$ cat config.mk
export PLATFORM = sky130hd
export DESIGN_NAME = three_axis_min_max_calibrator_top
export DESIGN_NICKNAME = d
export VERILOG_FILES = /design/src/rtl/mmc_pkg.sv /design/src/rtl/mmc_div.sv /design/src/rtl/mmc_dpath.sv /design/src/rtl/mmc_ctrl.sv /design/src/rtl/three_axis_min_max_calibrator_top.sv
export SDC_FILE = /design/constraint.sdc
export NUM_CORES = 2
export LEC_CHECK = 0
export ABC_AREA = 1
export BUFFER_PORTS_ARGS = -buffer_cell sky130_fd_sc_hd__buf_2
export CORE_ASPECT_RATIO = 1.2
export CORE_MARGIN = 5
export CORE_UTILIZATION = 50
export CTS_CLUSTER_SIZE = 28
export DETAILED_ROUTE_END_ITERATION = 16
export PLACE_DENSITY = 0.7
export SLEW_MARGIN = 20
export SYNTH_ARGS = -nofsm -noshare
export SYNTH_HDL_FRONTEND = slang
export SYNTH_HIERARCHICAL = 1
export SYNTH_SLANG_ARGS = --single-unit
$ cat constraint.sdc
create_clock -name clk -period 8.74 [get_ports clk]
set_input_delay 0 -clock clk [delete_from_list [all_inputs] [get_ports clk]]
set_output_delay 0 -clock clk [all_outputs]
set_load 0.05 [all_outputs]
$ cat src/rtl/mmc_pkg.sv
`timescale 1ns / 1ps
// shared types, widths and codes for the three-axis min/max calibrator
// no dependencies; imported by every module of the block
package mmc_pkg;

	// field widths
	localparam int SAMPLE_WIDTH    = 16;
	localparam int SCALE_FRAC_BITS = 14;
	localparam int CORR_WIDTH      = SAMPLE_WIDTH + 2;
	localparam int GAIN_WIDTH      = SCALE_FRAC_BITS + 2;
	localparam int NUM_AXES        = 3;

	// fit arithmetic widths
	localparam int SUM_WIDTH  = SAMPLE_WIDTH + 2;
	localparam int NUM_WIDTH  = SUM_WIDTH + SCALE_FRAC_BITS;
	localparam int DEN_WIDTH  = SAMPLE_WIDTH + 2;
	localparam int PROD_WIDTH = SAMPLE_WIDTH + 1 + GAIN_WIDTH + 1;
	localparam int DCNT_WIDTH = $clog2(GAIN_WIDTH + 1);

	typedef logic signed [SAMPLE_WIDTH-1:0] sample_t;
	typedef logic signed [CORR_WIDTH-1:0]   corr_t;
	typedef logic [GAIN_WIDTH-1:0]          gain_t;

	localparam sample_t SAMPLE_MAX = {1'b0, {(SAMPLE_WIDTH-1){1'b1}}};
	localparam sample_t SAMPLE_MIN = {1'b1, {(SAMPLE_WIDTH-1){1'b0}}};
	localparam corr_t   CORR_MAX   = {1'b0, {(CORR_WIDTH-1){1'b1}}};
	localparam corr_t   CORR_MIN   = {1'b1, {(CORR_WIDTH-1){1'b0}}};
	localparam gain_t   GAIN_ONE   = gain_t'(1 << SCALE_FRAC_BITS);
	localparam gain_t   GAIN_MAX   = {GAIN_WIDTH{1'b1}};

	// item modes
	typedef enum logic [1:0] {
		MODE_CORRECT = 2'd0,
		MODE_ACCUM   = 2'd1,
		MODE_START   = 2'd2,
		MODE_STOP    = 2'd3
	} mode_t;

	// axis select for the shared divider
	typedef enum logic [1:0] {
		AXIS_X = 2'd0,
		AXIS_Y = 2'd1,
		AXIS_Z = 2'd2
	} axis_t;

	// controller states
	typedef enum logic [2:0] {
		ST_IDLE,
		ST_DISPATCH,
		ST_FIT_SUM,
		ST_DIV_GO,
		ST_DIV_WAIT,
		ST_RESP
	} state_t;

	// controller to datapath commands
	typedef struct packed {
		logic  capture;
		logic  mul;
		logic  accum;
		logic  start_cal;
		logic  fit_half;
		logic  fit_sum;
		logic  div_start;
		logic  div_write;
		logic  stop_flag;
		logic  load_out;
		axis_t axis;
	} dp_cmd_t;

	// datapath to controller status
	typedef struct packed {
		mode_t mode;
		logic  calibrating;
		logic  div_done;
		logic  out_free;
	} dp_sts_t;

endpackage

$ cat src/rtl/mmc_div.sv
`timescale 1ns / 1ps
// shared restoring divider for the scale fit, one quotient bit per cycle
// depends on mmc_pkg; saturates on zero divisor or overflow, clamps negatives to zero
module mmc_div import mmc_pkg::*; (
	input  logic                        clk,
	input  logic                        arst_n,
	input  logic                        start,
	input  logic signed [NUM_WIDTH-1:0] num,
	input  logic signed [DEN_WIDTH-1:0] den,
	output logic                        done,
	output gain_t                       quot
);

	logic [NUM_WIDTH-1:0]  num_mag_q;
	logic [DEN_WIDTH-1:0]  den_mag_q;
	logic                  den_zero_q;
	logic                  skip_q;
	logic                  chk_q;
	logic                  run_q;
	logic                  done_q;
	logic [DCNT_WIDTH-1:0] cnt_q;
	logic [DEN_WIDTH-1:0]  rem_q;
	gain_t                 lo_q;
	gain_t                 quot_q;

	logic [NUM_WIDTH-1:0]  num_abs;
	logic [DEN_WIDTH-1:0]  den_abs;
	logic                  ovf;
	logic [DEN_WIDTH:0]    trial;
	logic [DEN_WIDTH:0]    sub;
	logic                  ge;

	// magnitudes of the operands
	always_comb begin
		num_abs = num[NUM_WIDTH-1] ? NUM_WIDTH'(-num) : NUM_WIDTH'(num);
		den_abs = den[DEN_WIDTH-1] ? DEN_WIDTH'(-den) : DEN_WIDTH'(den);
	end

	// quotient would not fit the gain field
	assign ovf = {2'b00, num_mag_q} >= {den_mag_q, {GAIN_WIDTH{1'b0}}};

	// one restoring step
	always_comb begin
		trial = {rem_q, lo_q[GAIN_WIDTH-1]};
		sub   = trial - {1'b0, den_mag_q};
		ge    = trial >= {1'b0, den_mag_q};
	end

	// sequencing
	always_ff @(posedge clk or negedge arst_n) begin
		if (!arst_n) begin
			chk_q  <= 1'b0;
			run_q  <= 1'b0;
			done_q <= 1'b0;
			cnt_q  <= '0;
		end else begin
			chk_q  <= start;
			done_q <= 1'b0;
			if (chk_q) begin
				if (den_zero_q || skip_q || ovf) begin
					done_q <= 1'b1;
				end else begin
					run_q <= 1'b1;
					cnt_q <= DCNT_WIDTH'(GAIN_WIDTH);
				end
			end
			if (run_q) begin
				cnt_q <= cnt_q - DCNT_WIDTH'(1);
				if (cnt_q == DCNT_WIDTH'(1)) begin
					run_q  <= 1'b0;
					done_q <= 1'b1;
				end
			end
		end
	end

	// operand, remainder and quotient registers
	always_ff @(posedge clk) begin
		if (start) begin
			num_mag_q  <= num_abs;
			den_mag_q  <= den_abs;
			den_zero_q <= (den == '0);
			skip_q     <= (num == '0) || (num[NUM_WIDTH-1] != den[DEN_WIDTH-1]);
		end
		if (chk_q) begin
			if (den_zero_q) begin
				quot_q <= GAIN_MAX;
			end else if (skip_q) begin
				quot_q <= '0;
			end else begin
				quot_q <= GAIN_MAX;
			end
			rem_q <= DEN_WIDTH'(num_mag_q[NUM_WIDTH-1:GAIN_WIDTH]);
			lo_q  <= num_mag_q[GAIN_WIDTH-1:0];
		end
		if (run_q) begin
			rem_q <= ge ? sub[DEN_WIDTH-1:0] : trial[DEN_WIDTH-1:0];
			lo_q  <= {lo_q[GAIN_WIDTH-2:0], ge};
			if (cnt_q == DCNT_WIDTH'(1)) begin
				quot_q <= {lo_q[GAIN_WIDTH-2:0], ge};
			end
		end
	end

	assign done = done_q;
	assign quot = quot_q;

endmodule

$ cat src/rtl/mmc_dpath.sv
`timescale 1ns / 1ps
// calibrator datapath: extremes, bias and scale state, correction multiply,
// fit arithmetic and the output register; depends on mmc_pkg and mmc_div
module mmc_dpath import mmc_pkg::*; (
	input  logic        clk,
	input  logic        arst_n,
	input  dp_cmd_t     cmd,
	output dp_sts_t     sts,
	input  logic [1:0]  mode,
	input  sample_t     sample_x,
	input  sample_t     sample_y,
	input  sample_t     sample_z,
	input  logic        out_ready,
	output logic        out_valid,
	output corr_t       corrected_x,
	output corr_t       corrected_y,
	output corr_t       corrected_z,
	output sample_t     offset_x_out,
	output sample_t     offset_y_out,
	output sample_t     offset_z_out,
	output gain_t       gain_x_out,
	output gain_t       gain_y_out,
	output gain_t       gain_z_out,
	output logic        busy_calibrating
);

	// captured beat
	mode_t   mode_q;
	sample_t smp_q [NUM_AXES];

	// calibration state
	sample_t least_q [NUM_AXES];
	sample_t most_q  [NUM_AXES];
	sample_t bias_q  [NUM_AXES];
	gain_t   scale_q [NUM_AXES];
	logic    cal_q;

	// working registers
	sample_t                      half_q [NUM_AXES];
	logic signed [SUM_WIDTH-1:0]  sum_q;
	logic signed [PROD_WIDTH-1:0] prod_q [NUM_AXES];

	// output register
	logic    out_valid_q;
	corr_t   corr_q  [NUM_AXES];
	sample_t offs_q  [NUM_AXES];
	gain_t   gain_q  [NUM_AXES];
	logic    busy_q;

	// combinational terms
	logic signed [SAMPLE_WIDTH:0]            cdiff    [NUM_AXES];
	logic signed [GAIN_WIDTH:0]              gain_s   [NUM_AXES];
	logic signed [PROD_WIDTH-1:0]            prod_d   [NUM_AXES];
	logic signed [SAMPLE_WIDTH:0]            ext_sum  [NUM_AXES];
	logic signed [SAMPLE_WIDTH:0]            ext_dif  [NUM_AXES];
	logic signed [SUM_WIDTH-1:0]             half_ext [NUM_AXES];
	logic signed [PROD_WIDTH-SCALE_FRAC_BITS-1:0] psh [NUM_AXES];
	logic [PROD_WIDTH-SCALE_FRAC_BITS-CORR_WIDTH:0] pup [NUM_AXES];
	corr_t                                   corr_d   [NUM_AXES];
	logic signed [SUM_WIDTH-1:0]             den_half;
	logic signed [DEN_WIDTH-1:0]             div_den;
	logic signed [NUM_WIDTH-1:0]             div_num;
	logic                                    div_done;
	gain_t                                   div_quot;

	// per-axis correction product, fit terms and saturation
	always_comb begin
		for (int i = 0; i < NUM_AXES; i++) begin
			cdiff[i]    = {smp_q[i][SAMPLE_WIDTH-1], smp_q[i]}
				- {bias_q[i][SAMPLE_WIDTH-1], bias_q[i]};
			gain_s[i]   = {1'b0, scale_q[i]};
			prod_d[i]   = cdiff[i] * gain_s[i];
			ext_sum[i]  = {most_q[i][SAMPLE_WIDTH-1], most_q[i]}
				+ {least_q[i][SAMPLE_WIDTH-1], least_q[i]};
			ext_dif[i]  = {most_q[i][SAMPLE_WIDTH-1], most_q[i]}
				- {least_q[i][SAMPLE_WIDTH-1], least_q[i]};
			half_ext[i] = {{(SUM_WIDTH-SAMPLE_WIDTH){half_q[i][SAMPLE_WIDTH-1]}}, half_q[i]};
			psh[i]      = prod_q[i][PROD_WIDTH-1:SCALE_FRAC_BITS];
			pup[i]      = psh[i][PROD_WIDTH-SCALE_FRAC_BITS-1:CORR_WIDTH-1];
			if ((&pup[i]) || !(|pup[i])) begin
				corr_d[i] = psh[i][CORR_WIDTH-1:0];
			end else if (psh[i][PROD_WIDTH-SCALE_FRAC_BITS-1]) begin
				corr_d[i] = CORR_MIN;
			end else begin
				corr_d[i] = CORR_MAX;
			end
		end
	end

	// divider operands: sum of the half-ranges over three times the axis half-range
	always_comb begin
		den_half = half_ext[cmd.axis];
		div_den  = (den_half <<< 1) + den_half;
		div_num  = {sum_q, {SCALE_FRAC_BITS{1'b0}}};
	end

	mmc_div u_div (
		.clk    (clk),
		.arst_n (arst_n),
		.start  (cmd.div_start),
		.num    (div_num),
		.den    (div_den),
		.done   (div_done),
		.quot   (div_quot)
	);

	// capture and working registers
	always_ff @(posedge clk) begin
		if (cmd.capture) begin
			mode_q   <= mode_t'(mode);
			smp_q[0] <= sample_x;
			smp_q[1] <= sample_y;
			smp_q[2] <= sample_z;
		end
		for (int i = 0; i < NUM_AXES; i++) begin
			if (cmd.mul) begin
				prod_q[i] <= prod_d[i];
			end
			if (cmd.fit_half) begin
				half_q[i] <= ext_dif[i][SAMPLE_WIDTH:1];
			end
		end
		if (cmd.fit_sum) begin
			sum_q <= half_ext[0] + half_ext[1] + half_ext[2];
		end
	end

	// calibration state
	always_ff @(posedge clk or negedge arst_n) begin
		if (!arst_n) begin
			for (int i = 0; i < NUM_AXES; i++) begin
				least_q[i] <= SAMPLE_MAX;
				most_q[i]  <= SAMPLE_MIN;
				bias_q[i]  <= '0;
				scale_q[i] <= GAIN_ONE;
			end
			cal_q <= 1'b0;
		end else begin
			for (int i = 0; i < NUM_AXES; i++) begin
				if (cmd.accum) begin
					if (smp_q[i] < least_q[i]) begin
						least_q[i] <= smp_q[i];
					end
					if (smp_q[i] > most_q[i]) begin
						most_q[i] <= smp_q[i];
					end
				end
				if (cmd.start_cal) begin
					least_q[i] <= SAMPLE_MAX;
					most_q[i]  <= SAMPLE_MIN;
				end
				if (cmd.fit_half) begin
					bias_q[i] <= ext_sum[i][SAMPLE_WIDTH:1];
				end
			end
			if (cmd.div_write) begin
				scale_q[cmd.axis] <= div_quot;
			end
			if (cmd.start_cal) begin
				cal_q <= 1'b1;
			end else if (cmd.stop_flag) begin
				cal_q <= 1'b0;
			end
		end
	end

	// output valid
	always_ff @(posedge clk or negedge arst_n) begin
		if (!arst_n) begin
			out_valid_q <= 1'b0;
		end else if (cmd.load_out) begin
			out_valid_q <= 1'b1;
		end else if (out_ready) begin
			out_valid_q <= 1'b0;
		end
	end

	// output beat payload
	always_ff @(posedge clk) begin
		if (cmd.load_out) begin
			for (int i = 0; i < NUM_AXES; i++) begin
				corr_q[i] <= (mode_q == MODE_CORRECT) ? corr_d[i] : '0;
				offs_q[i] <= bias_q[i];
				gain_q[i] <= scale_q[i];
			end
			busy_q <= cal_q;
		end
	end

	// status to the controller
	always_comb begin
		sts.mode        = mode_q;
		sts.calibrating = cal_q;
		sts.div_done    = div_done;
		sts.out_free    = !out_valid_q || out_ready;
	end

	assign out_valid        = out_valid_q;
	assign corrected_x      = corr_q[0];
	assign corrected_y      = corr_q[1];
	assign corrected_z      = corr_q[2];
	assign offset_x_out     = offs_q[0];
	assign offset_y_out     = offs_q[1];
	assign offset_z_out     = offs_q[2];
	assign gain_x_out       = gain_q[0];
	assign gain_y_out       = gain_q[1];
	assign gain_z_out       = gain_q[2];
	assign busy_calibrating = busy_q;

endmodule

$ cat src/rtl/mmc_ctrl.sv
`timescale 1ns / 1ps
// calibrator controller: sequences each input beat through the datapath
// depends on mmc_pkg; drives dp_cmd_t, reads dp_sts_t
module mmc_ctrl import mmc_pkg::*; (
	input  logic    clk,
	input  logic    arst_n,
	input  logic    in_valid,
	output logic    in_ready,
	input  dp_sts_t sts,
	output dp_cmd_t cmd
);

	state_t state_q;
	state_t state_d;
	axis_t  ax_q;

	// state register and fit axis counter
	always_ff @(posedge clk or negedge arst_n) begin
		if (!arst_n) begin
			state_q <= ST_IDLE;
			ax_q    <= AXIS_X;
		end else begin
			state_q <= state_d;
			if (state_q == ST_FIT_SUM) begin
				ax_q <= AXIS_X;
			end else if (state_q == ST_DIV_WAIT && sts.div_done) begin
				case (ax_q)
					AXIS_X:  ax_q <= AXIS_Y;
					AXIS_Y:  ax_q <= AXIS_Z;
					default: ax_q <= AXIS_X;
				endcase
			end
		end
	end

	// next state
	always_comb begin
		state_d = state_q;
		case (state_q)
			ST_IDLE: begin
				if (in_valid) begin
					state_d = ST_DISPATCH;
				end
			end
			ST_DISPATCH: begin
				if (sts.mode == MODE_STOP && sts.calibrating) begin
					state_d = ST_FIT_SUM;
				end else begin
					state_d = ST_RESP;
				end
			end
			ST_FIT_SUM: state_d = ST_DIV_GO;
			ST_DIV_GO:  state_d = ST_DIV_WAIT;
			ST_DIV_WAIT: begin
				if (sts.div_done) begin
					state_d = (ax_q == AXIS_Z) ? ST_RESP : ST_DIV_GO;
				end
			end
			ST_RESP: begin
				if (sts.out_free) begin
					state_d = ST_IDLE;
				end
			end
			default: state_d = ST_IDLE;
		endcase
	end

	// outputs
	always_comb begin
		cmd      = '0;
		cmd.axis = ax_q;
		in_ready = 1'b0;
		case (state_q)
			ST_IDLE: begin
				in_ready    = 1'b1;
				cmd.capture = in_valid;
			end
			ST_DISPATCH: begin
				case (sts.mode)
					MODE_CORRECT: cmd.mul       = 1'b1;
					MODE_ACCUM:   cmd.accum     = 1'b1;
					MODE_START:   cmd.start_cal = 1'b1;
					default: begin
						if (sts.calibrating) begin
							cmd.fit_half = 1'b1;
						end else begin
							cmd.stop_flag = 1'b1;
						end
					end
				endcase
			end
			ST_FIT_SUM: cmd.fit_sum   = 1'b1;
			ST_DIV_GO:  cmd.div_start = 1'b1;
			ST_DIV_WAIT: begin
				if (sts.div_done) begin
					cmd.div_write = 1'b1;
					cmd.stop_flag = (ax_q == AXIS_Z);
				end
			end
			ST_RESP: cmd.load_out = sts.out_free;
			default: ;
		endcase
	end

`ifndef SYNTHESIS
	// divider results only arrive while the controller waits for them
	a_div_done_in_wait: assert property (@(posedge clk) disable iff (!arst_n)
		sts.div_done |-> state_q == ST_DIV_WAIT)
		else $error("divider done outside wait state");

	// the output register is never overwritten while a beat is pending
	a_load_when_free: assert property (@(posedge clk) disable iff (!arst_n)
		cmd.load_out |-> sts.out_free)
		else $error("output loaded while previous beat pending");

	// the last axis of a fit ends the calibration run
	a_fit_clears_flag: assert property (@(posedge clk) disable iff (!arst_n)
		(state_q == ST_DIV_WAIT && sts.div_done && ax_q == AXIS_Z) |=> !sts.calibrating)
		else $error("calibrating flag still set after fit");
`endif

endmodule

$ cat src/rtl/three_axis_min_max_calibrator_top.sv
`timescale 1ns / 1ps
// Three-axis min/max calibrator. Each input beat carries a mode and an x/y/z sample and
// returns exactly one output beat with the corrected sample (zero unless the mode is
// correct), the current per-axis bias and Q2.14 scale, and the calibrating flag. One beat
// is handled at a time; a finished result sits in an output register, so the next input
// beat is taken while it waits. Correct, accumulate, start and a stop outside a run pass
// from acceptance through a dispatch state to the response state, which loads the result
// once the output register is free; the next beat is accepted in the cycle after the load.
// A stop that fits forms the fit sum and then runs the three scale divisions, one axis
// after the other, on one shared restoring divider that produces one quotient bit per
// cycle, before the response state.
// Depends on mmc_pkg, mmc_ctrl and mmc_dpath.
module three_axis_min_max_calibrator_top import mmc_pkg::*; (
	input  logic       clk,
	input  logic       arst_n,
	input  logic       in_valid,
	output logic       in_ready,
	input  logic [1:0] mode,
	input  sample_t    sample_x,
	input  sample_t    sample_y,
	input  sample_t    sample_z,
	output logic       out_valid,
	input  logic       out_ready,
	output corr_t      corrected_x,
	output corr_t      corrected_y,
	output corr_t      corrected_z,
	output sample_t    offset_x_out,
	output sample_t    offset_y_out,
	output sample_t    offset_z_out,
	output gain_t      gain_x_out,
	output gain_t      gain_y_out,
	output gain_t      gain_z_out,
	output logic       busy_calibrating
);

	dp_cmd_t cmd;
	dp_sts_t sts;

	// sequencing
	mmc_ctrl u_ctrl (
		.clk      (clk),
		.arst_n   (arst_n),
		.in_valid (in_valid),
		.in_ready (in_ready),
		.sts      (sts),
		.cmd      (cmd)
	);

	// arithmetic and state
	mmc_dpath u_dpath (
		.clk              (clk),
		.arst_n           (arst_n),
		.cmd              (cmd),
		.sts              (sts),
		.mode             (mode),
		.sample_x         (sample_x),
		.sample_y         (sample_y),
		.sample_z         (sample_z),
		.out_ready        (out_ready),
		.out_valid        (out_valid),
		.corrected_x      (corrected_x),
		.corrected_y      (corrected_y),
		.corrected_z      (corrected_z),
		.offset_x_out     (offset_x_out),
		.offset_y_out     (offset_y_out),
		.offset_z_out     (offset_z_out),
		.gain_x_out       (gain_x_out),
		.gain_y_out       (gain_y_out),
		.gain_z_out       (gain_z_out),
		.busy_calibrating (busy_calibrating)
	);

endmodule
==> results.toml <==
[logic_synthesis]
postSynth.topFlopCell = "sky130_fd_sc_hd__edfxtp_1"
ys_seq_area_frac = 0.2567
synth-seq-cells = 636
mappedNetlistArea_mm2 = 0.06999
avgSynthCellArea_um2 = 8.340
synth-async-reset-ratio = 0.3255
synth-warning-count = 6
post_synth_inst_count = 8392
synth_cell_type_count = 60
number_of_enable_type_register_cells_in_the_synthesized_netlist = 413

[worst_setup_path]
critical_path.endpoint_type = "flop"
cp.arrival_ns = 8.36
crit_start = "u_dpath/smp_q[0][32]"
critical_path.reg2reg.startpoint = "u_dpath/smp_q[0][32]"
crit_required_ns = 9.17
worst-path-max-fanout = 14
worst-r2r-setup-slack_ns = 0.81
start_kind = "flop"
critPathSlowestCell = "sky130_fd_sc_hd__fa_1"
timing_worst_setup_path_type = "reg2reg"
r2r_cells = 31
largest_incremental_delay_on_the_critical_path_ns = 0.91

[grt]
pin_count_of_the_biggest_net_entering_global_routing = 73
via_count_of_the_first_global_routing_pass = 59520
grt_overflow = 0
global_route.usage.total = 0.2873
antenna_found_initial = 11
grt_pass1_wl_um = 329900

[floorplanning]
die-height_um = 419.8
die_area_mm2 = 0.1476
rows = 150
die_x_um = 351.5
num_io_pins = 207
floorplan.initialDensity = 0.5026
core_mm2 = 0.1393

[sta]
drv_slew = 0
hold_viol = 0
setup_violations = 0
final_period_minus_worst_setup_slack_ns = 7.931
maxSlewHeadroom = 0.3090
fin_worst_skew_ns = 0.05737
maxClockFrequency_mhz = 126.1
worst_slew_pin_slew_ns = 1.034
timing.setup.tns_ns = 0
finalCritPeriodShare = 0.9074
rsz_0062_raised_after_global_routing = "false"

[routing]
drtPass1Iterations = 8
via_count = 57600
routed_wirelength_um = 210000
first_iter_violations = 4678
route.detailed.drc = 0
antenna_violating_nets_post_route = 0
routedWlPerCell_um = 19.99
drt-vias-per-instance = 5.482

[pwr]
static-leakage-power_nw = 38.61
power_w = 0.02937
power_density_mw_per_mm2 = 384.2
vdd_ir_drop_max_mv = 0.3836

[final_layout]
top_register = "u_dpath/prod_q"
final_design_area_no_fill_mm2 = 0.07644
fillCellCount = 12780
instances_no_fill = 10510
reg.largest.list = "u_dpath/prod_q (60), u_dpath/corr_q (54)"
design.final.nets = 10070
area_delta_synth_final_pct = 9.227
largest_register_ffs = 60
layout_commonest_cell = "sky130_fd_sc_hd__inv_1"
layout.cells.most_common_list = "1784 x sky130_fd_sc_hd__inv_1, 1619 x sky130_fd_sc_hd__nand2_1, 841 x sky130_fd_sc_hd__fa_1"
drive_above_1_share = 0.06797

[clock_tree]
worstSkewPairLatency_ns = 0.72
ctsHtreeMaxLevel = 3
cts_tree = "yes"
cts_root_buf = "sky130_fd_sc_hd__clkbuf_16"
clkSlewWorstSetupHoldPaths_ns = 0.06
numCtsBuffers = 77
ctsLongestPathBuffers = 3
postCtsSetupRepairBufs = 0
cts.sinks = 636

[run_status]
run_status = "completed"

[worst_hold_path]
timing.hold.worst_path_depth = 2
hp-start = "sample_x[14]"
hold_path_class = "in2reg"

[place]
buffer_ports.inserted = 206
cells_after_dpl = 10290
dpl.hpwl_um = 167600
placedInstanceArea_mm2 = 0.07289
gpl.final_weighted_congestion = 0.9997

[flow_run]
maximum_capacitance_violations = 0
-- Yosys cell counts, types with 3 or more instances --
cell | instances | area (um2)
sky130_fd_sc_hd__o21ai_0 | 250 | 1251
sky130_fd_sc_hd__buf_6 | 7 | 78.83
sky130_fd_sc_hd__xnor2_1 | 73 | 639.4
sky130_fd_sc_hd__o22ai_1 | 8 | 50.05
sky130_fd_sc_hd__a211oi_1 | 15 | 112.6
sky130_fd_sc_hd__dfrtp_1 | 156 | 3904
sky130_fd_sc_hd__nand3b_1 | 9 | 67.56
sky130_fd_sc_hd__a21boi_0 | 8 | 60.06
sky130_fd_sc_hd__nor2_2 | 7 | 43.79
sky130_fd_sc_hd__or2_1 | 6 | 37.54
sky130_fd_sc_hd__buf_2 | 35 | 175.2
sky130_fd_sc_hd__nand2_4 | 3 | 33.78
sky130_fd_sc_hd__nor2_4 | 3 | 33.78
sky130_fd_sc_hd__a21oi_1 | 371 | 1857
sky130_fd_sc_hd__nor3_1 | 68 | 340.3
sky130_fd_sc_hd__o2111ai_1 | 5 | 43.79
sky130_fd_sc_hd__edfxtp_1 | 413 | 12400
sky130_fd_sc_hd__nor2_1 | 734 | 2755
sky130_fd_sc_hd__buf_1 | 12 | 45.04
sky130_fd_sc_hd__ha_1 | 555 | 6944
sky130_fd_sc_hd__fa_1 | 841 | 16840
sky130_fd_sc_hd__xor2_1 | 160 | 1401
sky130_fd_sc_hd__inv_1 | 1786 | 6704
sky130_fd_sc_hd__or2_2 | 60 | 375.4
sky130_fd_sc_hd__o21bai_1 | 33 | 247.7
sky130_fd_sc_hd__a31oi_1 | 40 | 250.2
sky130_fd_sc_hd__a21oi_2 | 4 | 35.03
sky130_fd_sc_hd__nand2_1 | 1620 | 6081
sky130_fd_sc_hd__buf_4 | 8 | 60.06
sky130_fd_sc_hd__inv_2 | 18 | 67.56
sky130_fd_sc_hd__o31ai_1 | 13 | 97.59
sky130_fd_sc_hd__nand3_1 | 580 | 2903
sky130_fd_sc_hd__clkinv_1 | 21 | 78.83
sky130_fd_sc_hd__dfxtp_1 | 16 | 320.3
sky130_fd_sc_hd__nand4_1 | 88 | 550.5
sky130_fd_sc_hd__o21a_1 | 16 | 120.1
sky130_fd_sc_hd__dfstp_2 | 51 | 1340
sky130_fd_sc_hd__nand3_2 | 4 | 40.04
sky130_fd_sc_hd__a21o_1 | 23 | 172.7
sky130_fd_sc_hd__nand2_2 | 38 | 237.7
sky130_fd_sc_hd__clkbuf_1 | 153 | 574.3
sky130_fd_sc_hd__nor4_1 | 21 | 131.4
sky130_fd_sc_hd__o211ai_1 | 16 | 120.1
sky130_fd_sc_hd__o21ai_1 | 19 | 95.09
-- cells by family after synthesis --
group           Yosys count  synth area share
xor+xnor                236           0.03002
fa+ha+maj              1396            0.3398
buf+inv                2040            0.1112
simple gates           3249            0.1958
compound gates          834           0.06645
flops                   636            0.2567
other cells               1        0.00005358
-- critical path, delay by kind of cell, from the launching register on --
kind,cells,cell delay [ns]
buffers and inverters,5,0.39
AND/OR/NAND/NOR,12,1.50
XOR/XNOR,1,0.21
adder cells (fa/ha/maj),8,3.96
flip-flops,1,0.34
AO/OA/AOI/OAI,5,1.26
-- layout make-up --
cell class	count	area, um2	area share
clock inverter	48	711.9	0.009313
multi-input combinational	5747	44390	0.5807
timing repair buffer	330	2181	0.02853
tap	1824	2282	0.02985
inverter	1825	6853	0.08965
sequential	636	17970	0.2350
clock buffer	94	2053	0.02686
antenna	3	7.507	0.00009821
-- per-stage QoR --
| step | worst slack (ns) | util | hold WS (ns) |
|---|---|---|---|
| 2_1_floorplan | 1.030 | - | -0.2956 |
| 3_3_place_gp | 0.9226 | 0.5234 | 0.1265 |
| 3_5_place_dp | 0.9428 | 0.5234 | 0.1276 |
| 4_1_cts | 0.9047 | 0.5488 | 0.0002562 |
| 5_1_grt | 0.2844 | 0.5489 | 0.05159 |
| 6_report | 0.8091 | 0.5489 | 0.05501 |
-- path summary, 6_finish.rpt --
check                                    endpoint
setup / recovery           u_dpath/prod_q[0][100]
hold / removal               u_dpath/smp_q[0][14]
setup reg to reg           u_dpath/prod_q[0][100]
hold reg to reg             u_dpath/offs_q[0][10]
max in group asynchronous      u_dpath/bias_q[12]
min in group asynchronous      u_dpath/gain_s[20]
-- report_power, final --
part / internal, W / leakage [nW] / total [W] / switching, W
sequential: 0.00482 / 6.56 / 0.00563 / 0.000813
combinational: 0.00649 / 30.7 / 0.0202 / 0.0137
clock: 0.00204 / 1.32 / 0.00353 / 0.00148
total: 0.0134 / 38.6 / 0.0294 / 0.0160
-- metal layers --
layer / vias to the layer above / global-route usage / share of wire
met2: 2323 / 0.4758 / 0.47
met4: 10 / 0.1124 / 0.044
met5: - / 0 / 0.00026
met3: 545 / 0.05340 / 0.082
li1: 26590 / - / -
met1: 28130 / 0.3754 / 0.41
-- what timing repair did --
action / in CTS / in global routing
hold buffers: 75 / 0
gates resized for setup: 0 / 0
endpoints found under the hold margin: 165 / 0
No activity file was read; power rests on OpenSTA's default activity.
